**src/rtl/core/assert_macros.svh**
```systemverilog
// Shared assertion macros for the stencil sweep RTL.
`ifndef ASSERT_MACROS_SVH
`define ASSERT_MACROS_SVH

// Property must hold at every clock edge outside of reset.
`define ASSERT_IMPL(label, clk, rst_n, prop, msg) \
    label: assert property (@(posedge clk) disable iff (!rst_n) prop) else $error(msg);

// Expression must never be true outside of reset.
`define ASSERT_NEVER(label, clk, rst_n, expr, msg) \
    `ASSERT_IMPL(label, clk, rst_n, !(expr), msg)

`endif

```
**src/rtl/core/eess_pkg.sv**
```systemverilog
package eess_pkg;

    localparam int VALUE_W    = 32;
    localparam int WIDE_W     = 48;
    localparam int PROD_W     = 2 * VALUE_W;
    localparam int FRAC_W     = 16;
    localparam int IDX_W      = 10;
    localparam int MAX_POINTS = 1024;
    localparam int CFG_W      = 31;
    localparam int CFG_IDX_W  = 2;
    localparam int Q_DEPTH    = 2;
    localparam int QP_W       = (Q_DEPTH > 1) ? $clog2(Q_DEPTH) : 1;
    localparam int QC_W       = $clog2(Q_DEPTH + 1);

    // Configuration register indexes
    localparam logic [CFG_IDX_W-1:0] CFG_TIME_STEP  = 2'd0;
    localparam logic [CFG_IDX_W-1:0] CFG_SPACE_STEP = 2'd1;
    localparam logic [CFG_IDX_W-1:0] CFG_INV_SQ     = 2'd2;

    localparam logic [CFG_W-1:0] RST_TIME_STEP  = 31'd655;
    localparam logic [CFG_W-1:0] RST_SPACE_STEP = 31'd6554;
    localparam logic [CFG_W-1:0] RST_INV_SQ     = 31'd6553600;

    localparam logic [IDX_W-1:0] LAST_IDX = IDX_W'(MAX_POINTS - 1);

    typedef logic signed [VALUE_W-1:0] t_val;
    typedef logic signed [WIDE_W-1:0]  t_wide;

    localparam t_val  Q_HALF  = 32'sd32768;
    localparam t_val  Q_TWO   = 32'sd131072;
    localparam logic signed [PROD_W-1:0] Q_ROUND = 64'sd32768;
    localparam t_wide SAT_HI  = 48'sh0000_7FFF_FFFF;
    localparam t_wide SAT_LO  = 48'shFFFF_8000_0000;

    typedef struct packed {
        logic [CFG_W-1:0] time_step;
        logic [CFG_W-1:0] space_step;
        logic [CFG_W-1:0] inv_sq;
    } t_cfg;

    typedef struct packed {
        t_val old_value;
        t_val diffusion;
        t_val convection;
        t_val reaction;
        t_val forcing;
        logic last_point;
    } t_point;

    typedef struct packed {
        t_val             u_prev;
        t_val             u_mid;
        t_val             u_next;
        t_val             sig;
        t_val             mu;
        t_val             rct;
        t_val             frc;
        logic [IDX_W-1:0] index;
        logic             last;
    } t_job;

    typedef struct packed {
        logic clip;
        t_val val;
    } t_sat;

    function automatic t_sat sat_wide(input t_wide v);
        t_sat s;
        s.clip = 1'b0;
        s.val  = v[VALUE_W-1:0];
        if (v > SAT_HI) begin
            s.clip = 1'b1;
            s.val  = SAT_HI[VALUE_W-1:0];
        end else if (v < SAT_LO) begin
            s.clip = 1'b1;
            s.val  = SAT_LO[VALUE_W-1:0];
        end
        return s;
    endfunction

endpackage

```
**src/rtl/core/eess_front.sv**
```systemverilog
module eess_front (
    input  logic            i_clk,
    input  logic            i_rst_n,
    input  logic            i_valid,
    output logic            o_ready,
    input  eess_pkg::t_point i_pt,
    input  logic            i_full,
    output logic            o_push,
    output eess_pkg::t_job  o_job
);
    import eess_pkg::*;

    logic [IDX_W-1:0] r_idx;
    t_val             r_u_prev, r_u_mid, r_sig, r_mu, r_rct, r_frc;
    logic             accept;
    logic             last;

    assign o_ready = !i_full;
    assign accept  = i_valid && o_ready;
    // Force the end of a sweep at the top of the index range.
    assign last    = i_pt.last_point || (r_idx == LAST_IDX);
    assign o_push  = accept && (r_idx >= IDX_W'(2));

    always_comb begin
        o_job.u_prev = r_u_prev;
        o_job.u_mid  = r_u_mid;
        o_job.u_next = i_pt.old_value;
        o_job.sig    = r_sig;
        o_job.mu     = r_mu;
        o_job.rct    = r_rct;
        o_job.frc    = r_frc;
        o_job.index  = r_idx - IDX_W'(1);
        o_job.last   = last;
    end

    always_ff @(posedge i_clk) begin
        if (!i_rst_n) begin
            r_idx <= '0;
        end else if (accept) begin
            r_idx <= last ? '0 : r_idx + IDX_W'(1);
        end
    end

    // Shift the window; a new sweep refills it before any update is issued.
    always_ff @(posedge i_clk) begin
        if (accept) begin
            r_u_prev <= r_u_mid;
            r_u_mid  <= i_pt.old_value;
            r_sig    <= i_pt.diffusion;
            r_mu     <= i_pt.convection;
            r_rct    <= i_pt.reaction;
            r_frc    <= i_pt.forcing;
        end
    end

endmodule

```
**src/rtl/core/eess_fifo.sv**
```systemverilog
`include "assert_macros.svh"

module eess_fifo (
    input  logic           i_clk,
    input  logic           i_rst_n,
    input  logic           i_push,
    input  eess_pkg::t_job i_job,
    output logic           o_full,
    input  logic           i_pop,
    output eess_pkg::t_job o_job,
    output logic           o_empty
);
    import eess_pkg::*;

    t_job            r_mem [Q_DEPTH];
    logic [QP_W-1:0] r_wr;
    logic [QP_W-1:0] r_rd;
    logic [QC_W-1:0] r_count;

    assign o_full  = (r_count == QC_W'(Q_DEPTH));
    assign o_empty = (r_count == '0);
    assign o_job   = r_mem[r_rd];

    always_ff @(posedge i_clk) begin
        if (!i_rst_n) begin
            r_wr    <= '0;
            r_rd    <= '0;
            r_count <= '0;
        end else begin
            if (i_push) begin
                r_wr <= (r_wr == QP_W'(Q_DEPTH - 1)) ? '0 : r_wr + QP_W'(1);
            end
            if (i_pop) begin
                r_rd <= (r_rd == QP_W'(Q_DEPTH - 1)) ? '0 : r_rd + QP_W'(1);
            end
            if (i_push && !i_pop) begin
                r_count <= r_count + QC_W'(1);
            end else if (i_pop && !i_push) begin
                r_count <= r_count - QC_W'(1);
            end
        end
    end

    always_ff @(posedge i_clk) begin
        if (i_push) begin
            r_mem[r_wr] <= i_job;
        end
    end

    `ASSERT_NEVER(a_no_overflow, i_clk, i_rst_n, i_push && o_full, "push into full queue")
    `ASSERT_NEVER(a_no_underflow, i_clk, i_rst_n, i_pop && o_empty, "pop from empty queue")

endmodule

```
**src/rtl/core/eess_back.sv**
```systemverilog
`include "assert_macros.svh"

module eess_back (
    input  logic                         i_clk,
    input  logic                         i_rst_n,
    input  eess_pkg::t_cfg               i_cfg,
    input  logic                         i_empty,
    input  eess_pkg::t_job               i_job,
    output logic                         o_pop,
    output logic                         o_valid,
    input  logic                         i_ready,
    output eess_pkg::t_val               o_new_value,
    output logic [eess_pkg::IDX_W-1:0]   o_point_index,
    output logic                         o_sweep_end,
    output logic                         o_saturated
);
    import eess_pkg::*;

    // Microcode steps, executed in order; the multiply steps share one multiplier.
    typedef enum logic [4:0] {
        S_DTSIG = 5'd0,
        S_DTDX  = 5'd1,
        S_CMU   = 5'd2,
        S_CONV  = 5'd3,
        S_DX2   = 5'd4,
        S_AG    = 5'd5,
        S_TDX2  = 5'd6,
        S_REACT = 5'd7,
        S_TWO   = 5'd8,
        S_BETA1 = 5'd9,
        S_BETA2 = 5'd10,
        S_PA    = 5'd11,
        S_PB    = 5'd12,
        S_PC    = 5'd13,
        S_ACC   = 5'd14,
        S_SCL   = 5'd15,
        S_FD    = 5'd16,
        S_RES   = 5'd17
    } t_step;

    t_step r_step;
    logic  r_busy;
    logic  r_phase;
    logic  r_out_valid;
    t_job  r_job;
    logic  r_clip;
    logic signed [PROD_W-1:0] r_prod;
    t_val  r_dt_sig, r_tmp, r_conv, r_dx2, r_alpha, r_gamma, r_react, r_beta;
    t_val  r_pa, r_pb, r_acc;
    t_val  r_out_val;
    logic [IDX_W-1:0] r_out_idx;
    logic  r_out_last, r_out_sat;

    t_val  dt, dx, inv;
    t_val  mul_a, mul_b;
    logic  is_mul;
    logic signed [PROD_W-1:0] prod, rnd;
    t_sat  q, s_alpha, s_gamma, s_beta1, s_beta2, s_acc, s_res;
    logic  mul_wr, add_wr, out_free;

    assign dt  = t_val'({1'b0, i_cfg.time_step});
    assign dx  = t_val'({1'b0, i_cfg.space_step});
    assign inv = t_val'({1'b0, i_cfg.inv_sq});

    always_comb begin
        is_mul = 1'b1;
        mul_a  = '0;
        mul_b  = '0;
        unique case (r_step)
            S_DTSIG: begin mul_a = dt;      mul_b = r_job.sig;    end
            S_DTDX:  begin mul_a = dt;      mul_b = dx;           end
            S_CMU:   begin mul_a = r_tmp;   mul_b = r_job.mu;     end
            S_CONV:  begin mul_a = Q_HALF;  mul_b = r_tmp;        end
            S_DX2:   begin mul_a = dx;      mul_b = dx;           end
            S_TDX2:  begin mul_a = dt;      mul_b = r_dx2;        end
            S_REACT: begin mul_a = r_tmp;   mul_b = r_job.rct;    end
            S_TWO:   begin mul_a = Q_TWO;   mul_b = r_dt_sig;     end
            S_PA:    begin mul_a = r_alpha; mul_b = r_job.u_prev; end
            S_PB:    begin mul_a = r_beta;  mul_b = r_job.u_mid;  end
            S_PC:    begin mul_a = r_gamma; mul_b = r_job.u_next; end
            S_SCL:   begin mul_a = r_acc;   mul_b = inv;          end
            S_FD:    begin mul_a = dt;      mul_b = r_job.frc;    end
            default: is_mul = 1'b0;
        endcase
    end

    assign prod = mul_a * mul_b;
    // Round to nearest, ties toward plus infinity, then clip.
    assign rnd  = r_prod + Q_ROUND;
    assign q    = sat_wide(t_wide'(rnd[PROD_W-1:FRAC_W]));

    assign s_alpha = sat_wide(t_wide'(r_dt_sig) - t_wide'(r_conv));
    assign s_gamma = sat_wide(t_wide'(r_dt_sig) + t_wide'(r_conv));
    assign s_beta1 = sat_wide(t_wide'(r_dx2) - t_wide'(r_tmp));
    assign s_beta2 = sat_wide(t_wide'(r_beta) + t_wide'(r_react));
    assign s_acc   = sat_wide(t_wide'(r_pa) + t_wide'(r_pb) + t_wide'(r_tmp));
    assign s_res   = sat_wide(t_wide'(r_acc) - t_wide'(r_tmp));

    assign o_pop    = !r_busy && !i_empty;
    assign out_free = !r_out_valid || i_ready;
    assign mul_wr   = r_busy && is_mul && r_phase;
    assign add_wr   = r_busy && !is_mul && (r_step != S_RES);

    always_ff @(posedge i_clk) begin
        if (!i_rst_n) begin
            r_busy      <= 1'b0;
            r_phase     <= 1'b0;
            r_step      <= S_DTSIG;
            r_out_valid <= 1'b0;
        end else begin
            if (r_busy && (r_step == S_RES) && out_free) begin
                r_out_valid <= 1'b1;
            end else if (i_ready) begin
                r_out_valid <= 1'b0;
            end
            if (!r_busy) begin
                if (!i_empty) begin
                    r_busy  <= 1'b1;
                    r_step  <= S_DTSIG;
                    r_phase <= 1'b0;
                end
            end else if (is_mul && !r_phase) begin
                r_phase <= 1'b1;
            end else if (r_step == S_RES) begin
                // Hold the finished result until the output register frees up.
                if (out_free) begin
                    r_busy <= 1'b0;
                end
            end else begin
                r_phase <= 1'b0;
                r_step  <= t_step'(r_step + 5'd1);
            end
        end
    end

    always_ff @(posedge i_clk) begin
        if (o_pop) begin
            r_job  <= i_job;
            r_clip <= 1'b0;
        end
        if (r_busy && is_mul && !r_phase) begin
            r_prod <= prod;
        end
        if (mul_wr) begin
            r_clip <= r_clip | q.clip;
            unique case (r_step)
                S_DTSIG: r_dt_sig <= q.val;
                S_CONV:  r_conv   <= q.val;
                S_DX2:   r_dx2    <= q.val;
                S_REACT: r_react  <= q.val;
                S_PA:    r_pa     <= q.val;
                S_PB:    r_pb     <= q.val;
                S_SCL:   r_acc    <= q.val;
                default: r_tmp    <= q.val;
            endcase
        end
        if (add_wr) begin
            unique case (r_step)
                S_AG: begin
                    r_alpha <= s_alpha.val;
                    r_gamma <= s_gamma.val;
                    r_clip  <= r_clip | s_alpha.clip | s_gamma.clip;
                end
                S_BETA1: begin
                    r_beta <= s_beta1.val;
                    r_clip <= r_clip | s_beta1.clip;
                end
                S_BETA2: begin
                    r_beta <= s_beta2.val;
                    r_clip <= r_clip | s_beta2.clip;
                end
                default: begin
                    r_acc  <= s_acc.val;
                    r_clip <= r_clip | s_acc.clip;
                end
            endcase
        end
        if (r_busy && (r_step == S_RES) && out_free) begin
            r_out_val  <= s_res.val;
            r_out_idx  <= r_job.index;
            r_out_last <= r_job.last;
            r_out_sat  <= r_clip | s_res.clip;
        end
    end

    assign o_valid       = r_out_valid;
    assign o_new_value   = r_out_val;
    assign o_point_index = r_out_idx;
    assign o_sweep_end   = r_out_last;
    assign o_saturated   = r_out_sat;

    `ASSERT_IMPL(a_start, i_clk, i_rst_n, o_pop |=> r_busy && r_step == S_DTSIG && !r_phase, "bad start")
    `ASSERT_NEVER(a_phase_on_add, i_clk, i_rst_n, r_busy && r_phase && !is_mul, "phase on add")

endmodule

```
**src/rtl/core/explicit_euler_stencil_sweep_top.sv**
```systemverilog
// Channel   Dir  Handshake                       Payload
// s_axis    in   s_axis_tvalid / s_axis_tready   tdata: old_value, diffusion, convection,
//                                                reaction, forcing; tlast: last_point
// m_axis    out  m_axis_tvalid / m_axis_tready   tdata: new_value, point_index;
//                                                tlast: sweep_end; tuser: saturated
// cfg       in   i_cfg_we                        i_cfg_idx, i_cfg_wdata
//
// For each inner point the back end picks up a job, then runs 13 multiplies, each with its
// product registered, on one shared 32x32 multiplier, and 5 saturating add steps.
// The first two points of a sweep only fill the window and give no result.
// A two-entry job queue lets the front keep taking points while the back end computes.
// Reset is synchronous, active low, and restores the register defaults.
// A stalled output holds its result; the back end then waits with the next result ready.
module explicit_euler_stencil_sweep_top (
    input  logic                              i_clk,
    input  logic                              i_rst_n,
    input  logic                              s_axis_tvalid,
    output logic                              s_axis_tready,
    // old_value[31:0], diffusion[63:32], convection[95:64], reaction[127:96],
    // forcing[159:128]
    input  logic [159:0]                      s_axis_tdata,
    input  logic                              s_axis_tlast,
    output logic                              m_axis_tvalid,
    input  logic                              m_axis_tready,
    // new_value[31:0], point_index[41:32], zero[47:42]
    output logic [47:0]                       m_axis_tdata,
    output logic                              m_axis_tlast,
    // saturated[0]
    output logic                              m_axis_tuser,
    input  logic                              i_cfg_we,
    input  logic [eess_pkg::CFG_IDX_W-1:0]    i_cfg_idx,
    input  logic [eess_pkg::CFG_W-1:0]        i_cfg_wdata
);
    import eess_pkg::*;

    t_cfg             r_cfg;
    t_point           pt;
    t_job             push_job, head_job;
    logic             push, full, pop, empty;
    t_val             new_value;
    logic [IDX_W-1:0] point_index;

    always_ff @(posedge i_clk) begin
        if (!i_rst_n) begin
            r_cfg.time_step  <= RST_TIME_STEP;
            r_cfg.space_step <= RST_SPACE_STEP;
            r_cfg.inv_sq     <= RST_INV_SQ;
        end else if (i_cfg_we) begin
            unique case (i_cfg_idx)
                CFG_TIME_STEP:  r_cfg.time_step  <= i_cfg_wdata;
                CFG_SPACE_STEP: r_cfg.space_step <= i_cfg_wdata;
                CFG_INV_SQ:     r_cfg.inv_sq     <= i_cfg_wdata;
                default:        ;
            endcase
        end
    end

    always_comb begin
        pt.old_value  = t_val'(s_axis_tdata[31:0]);
        pt.diffusion  = t_val'(s_axis_tdata[63:32]);
        pt.convection = t_val'(s_axis_tdata[95:64]);
        pt.reaction   = t_val'(s_axis_tdata[127:96]);
        pt.forcing    = t_val'(s_axis_tdata[159:128]);
        pt.last_point = s_axis_tlast;
    end

    eess_front u_front (
        .i_clk   (i_clk),
        .i_rst_n (i_rst_n),
        .i_valid (s_axis_tvalid),
        .o_ready (s_axis_tready),
        .i_pt    (pt),
        .i_full  (full),
        .o_push  (push),
        .o_job   (push_job)
    );

    eess_fifo u_fifo (
        .i_clk   (i_clk),
        .i_rst_n (i_rst_n),
        .i_push  (push),
        .i_job   (push_job),
        .o_full  (full),
        .i_pop   (pop),
        .o_job   (head_job),
        .o_empty (empty)
    );

    eess_back u_back (
        .i_clk         (i_clk),
        .i_rst_n       (i_rst_n),
        .i_cfg         (r_cfg),
        .i_empty       (empty),
        .i_job         (head_job),
        .o_pop         (pop),
        .o_valid       (m_axis_tvalid),
        .i_ready       (m_axis_tready),
        .o_new_value   (new_value),
        .o_point_index (point_index),
        .o_sweep_end   (m_axis_tlast),
        .o_saturated   (m_axis_tuser)
    );

    assign m_axis_tdata = {6'b0, point_index, new_value};

endmodule
```
**config.mk**
```make
export PLATFORM = sky130hd
export DESIGN_NAME = explicit_euler_stencil_sweep_top
export DESIGN_NICKNAME = d
export VERILOG_FILES = /design/src/rtl/core/eess_pkg.sv /design/src/rtl/core/eess_front.sv /design/src/rtl/core/eess_fifo.sv /design/src/rtl/core/eess_back.sv /design/src/rtl/core/explicit_euler_stencil_sweep_top.sv
export VERILOG_INCLUDE_DIRS = /design/src /design/src/rtl/core
export SDC_FILE = /design/constraint.sdc
export NUM_CORES = 2
export LEC_CHECK = 0
export BUFFER_PORTS_ARGS = -buffer_cell sky130_fd_sc_hd__buf_2
export CORE_ASPECT_RATIO = 0.7
export CORE_UTILIZATION = 32
export CTS_CLUSTER_DIAMETER = 60
export DETAILED_ROUTE_END_ITERATION = 8
export MAX_ROUTING_LAYER = met4
export SYNTH_ARGS = -nofsm -noshare
export SYNTH_HDL_FRONTEND = slang
export SYNTH_SLANG_ARGS = --single-unit
```
**constraint.sdc**
```tcl
create_clock -name i_clk -period 19 [get_ports i_clk]
set_input_delay 2.85 -clock i_clk [delete_from_list [all_inputs] [get_ports i_clk]]
set_output_delay 2.85 -clock i_clk [all_outputs]
set_load 0.02 [all_outputs]
```
==> results.py <==
metrics = {
    "clocking": {
        "cts.clk_slew.worst_paths_ns": 0.07,
        "cts-buffers-inserted": 146,
        "clk_path_buf_depth": 4,
        "clock_latency_ns": 0.82,
        "root_buffer": "clkbuf_16",
        "holdBufCountCts": 0,
        "h-tree-depth": 4,
        "cts_sinks": 1458,
        "postCtsSetupRepairBufs": 0,
        "cts_tree": "built",
        "ctsResizeCount": 0,
    },
    "placed_design": {
        "place_ws_ns": 6.843,
        "placed_cells": 12910,
        "io_buffer_count": 244,
        "place_congestion": 1.015,
        "hpwl_um": 282400,
    },
    "logic_synthesis": {
        "synthesis.area_um2": 99950,
        "yosysMostFrequentCell": "edfxtp_1",
        "synth.area.top_cells": "edfxtp_1, fa_1, inv_1, ha_1, nand2_1",
        "yosysUniqueCellTypes": 93,
        "syn_inst": 8765,
        "yosys-top-cells-count": "edfxtp_1, inv_1, fa_1",
        "synth_warnings": 0,
        "ys_async_sr_fraction_pct": 0,
        "synth_seq_area_share_pct": 42.33,
        "ys_ff_latch": 1458,
        "yosys.area.top_type": "edfxtp_1",
        "synth_edf_count": 1311,
        "avgSynthCellArea_um2": 11.40,
        "synth_flop_cell": "edfxtp_1",
        "synth_top_area_share_pct": 39.39,
    },
    "setup_path": {
        "cpPeakStageDelay_ns": 0.97,
        "cp.arrival_ns": 12.91,
        "critPathMaxFanout": 43,
        "ff2ff_setup_slack_ns": 6.65,
        "critical_path_class": "register to register",
        "crit_family": "adder cells",
        "critPathBufInv": 6,
        "critPathLaunchType": "register",
        "worstSetupEndpointType": "register",
        "critical_path_required_ns": 19.55,
        "slowest_stage": "dfxtp_1",
        "crit_top_cell": "fa_1",
    },
    "sta": {
        "hold_violations": 0,
        "worstMarginPinSlew_ns": 1.536,
        "max_freq_mhz": 80.94,
        "relSlewSlack_pct": -2.407,
        "setup_viol": 0,
        "tns_ns": 0,
        "skew_ns": 0.05232,
        "setup_slack_ns": 6.646,
        "slew_violations": 1,
        "grt_setup_unrepaired": "false",
        "period_share_pct": 65.02,
        "period_needed_ns": 12.35,
    },
    "cells_and_area": {
        "fillers": 30400,
        "drive_above_1_share_pct": 11.07,
        "layoutNonFillerInstCount": 13180,
        "syn_to_final_growth_pct": 10.99,
        "nets": 10610,
        "final_util_pct": 35.73,
    },
    "run_status": {
        "status": "finished with violations",
        "violations": "slew limit",
    },
    "floorplanning": {
        "die_area_um2": 314600,
        "initial_utilization_pct": 32.20,
        "die_x_um": 670.0,
        "core_area_um2": 310400,
        "die_y_um": 469.6,
        "num_rows": 171,
        "io_pins": 251,
    },
    "global_route": {
        "overflow": 0,
        "first_global_vias": 69040,
        "busiest_layer": "met1",
        "antenna_found_initial": 38,
        "grt_util_met2_pct": 28.81,
        "track_usage_pct": 23.34,
        "globalRouteMet3Util_pct": 8.641,
        "grt_max_degree": 144,
        "grt_pass1_wl_um": 513200,
        "use_met1_pct": 35.11,
    },
    "detailed_routing": {
        "drc": 0,
        "wl_per_cell_um": 27.59,
        "vias": 70060,
        "antenna_left": 0,
        "drt_iter0_drc": 9035,
        "postRouteWirelength_um": 363700,
        "viasPerCell": 5.315,
        "firstDrtPassIters": 8,
    },
    "flow_run": {
        "cap_violations": 0,
    },
    "worst_hold_path": {
        "worstHoldPathType": "register to register",
    },
}
## cell families (layout without fill, tap and decap cells)
group	after synthesis	after routing	share of synthesized area, %
muxes	247	247	2.777
DFF	1458	1458	42.33
other	1	21	0.003752
AOI/OAI and AO/OA	1312	1312	8.808
xor gates and xnor gates	269	269	2.357
buffers and inverters	1725	1970	6.571
adders and majority gates	1512	1512	27.30
and+or+nand+nor	2241	2241	9.848
## through the flow
step           hold WS [ns]  area, µm²
2_1_floorplan        0.4003      99970
3_3_place_gp         0.4010     106400
3_5_place_dp         0.4045     106400
4_1_cts              0.4208     110900
5_1_grt              0.4235     110900
6_report             0.4193     110900
## layout by cell type (no fill, tap or decap), types with 22 or more instances in the layout
master and instances:
o21a_1 37, a22oi_1 95, dfxtp_1 146, a31oi_1 47, clkbuf_1 33, a21oi_1 357
or2_2 22, a21o_1 96, nand3_2 26, nand3_1 97, and2_1 33, fa_1 1119
o22ai_1 23, ha_1 381, o211ai_1 31, nor2b_1 41, and4_1 26, a211oi_1 23
nand4_1 57, inv_1 1305, nor2_1 690, buf_4 162, nand2b_1 44, o21bai_1 32
nor3_1 74, or3_1 23, and3_1 63, clkbuf_16 147, xnor2_1 157, a21boi_0 89
o21ai_0 202, mux2_2 242, nand2_1 944, a222oi_1 91, xor2_1 112, buf_2 243
edfxtp_1 1311
## path summary, 6_finish.rpt
kind,cells past startpoint,from,to
hold / removal,0,u_back.r_job[4],u_back.o_point_index[3]
setup / recovery,31,u_back.r_step[4],u_back.r_prod[63]
hold reg to reg,0,u_back.r_job[4],u_back.o_point_index[3]
setup reg to reg,31,u_back.r_step[4],u_back.r_prod[63]
## state kept, by name, summed over array words and instances, names as in the netlist, 49 cells and up
signal,cells
u_fifo.r_mem,470
u_back.r_job,235
u_back.r_prod,49
r_cfg,93
## metal layers
layer  routed length [µm]  share of wire, %
met1               168900                46
met2               133700                37
met3                50890                14
met4                10240               2.8
met5                    0                 0
## final cells by class
cell class | instances | area, µm² | share of cell area, %
diodes | 15 | 37.54 | 0.03384
multi-input cells | 5587 | 51420 | 46.35
well taps | 4152 | 5195 | 4.683
clock inverters | 66 | 641.9 | 0.5786
inverters | 1308 | 4925 | 4.439
repair buffers | 409 | 2512 | 2.265
clock buffers | 187 | 3892 | 3.509
flip-flops and latches | 1458 | 42310 | 38.14
Power is not shown: default switching activity piles up to over one toggle a cycle in this logic, so the estimate is an artifact.
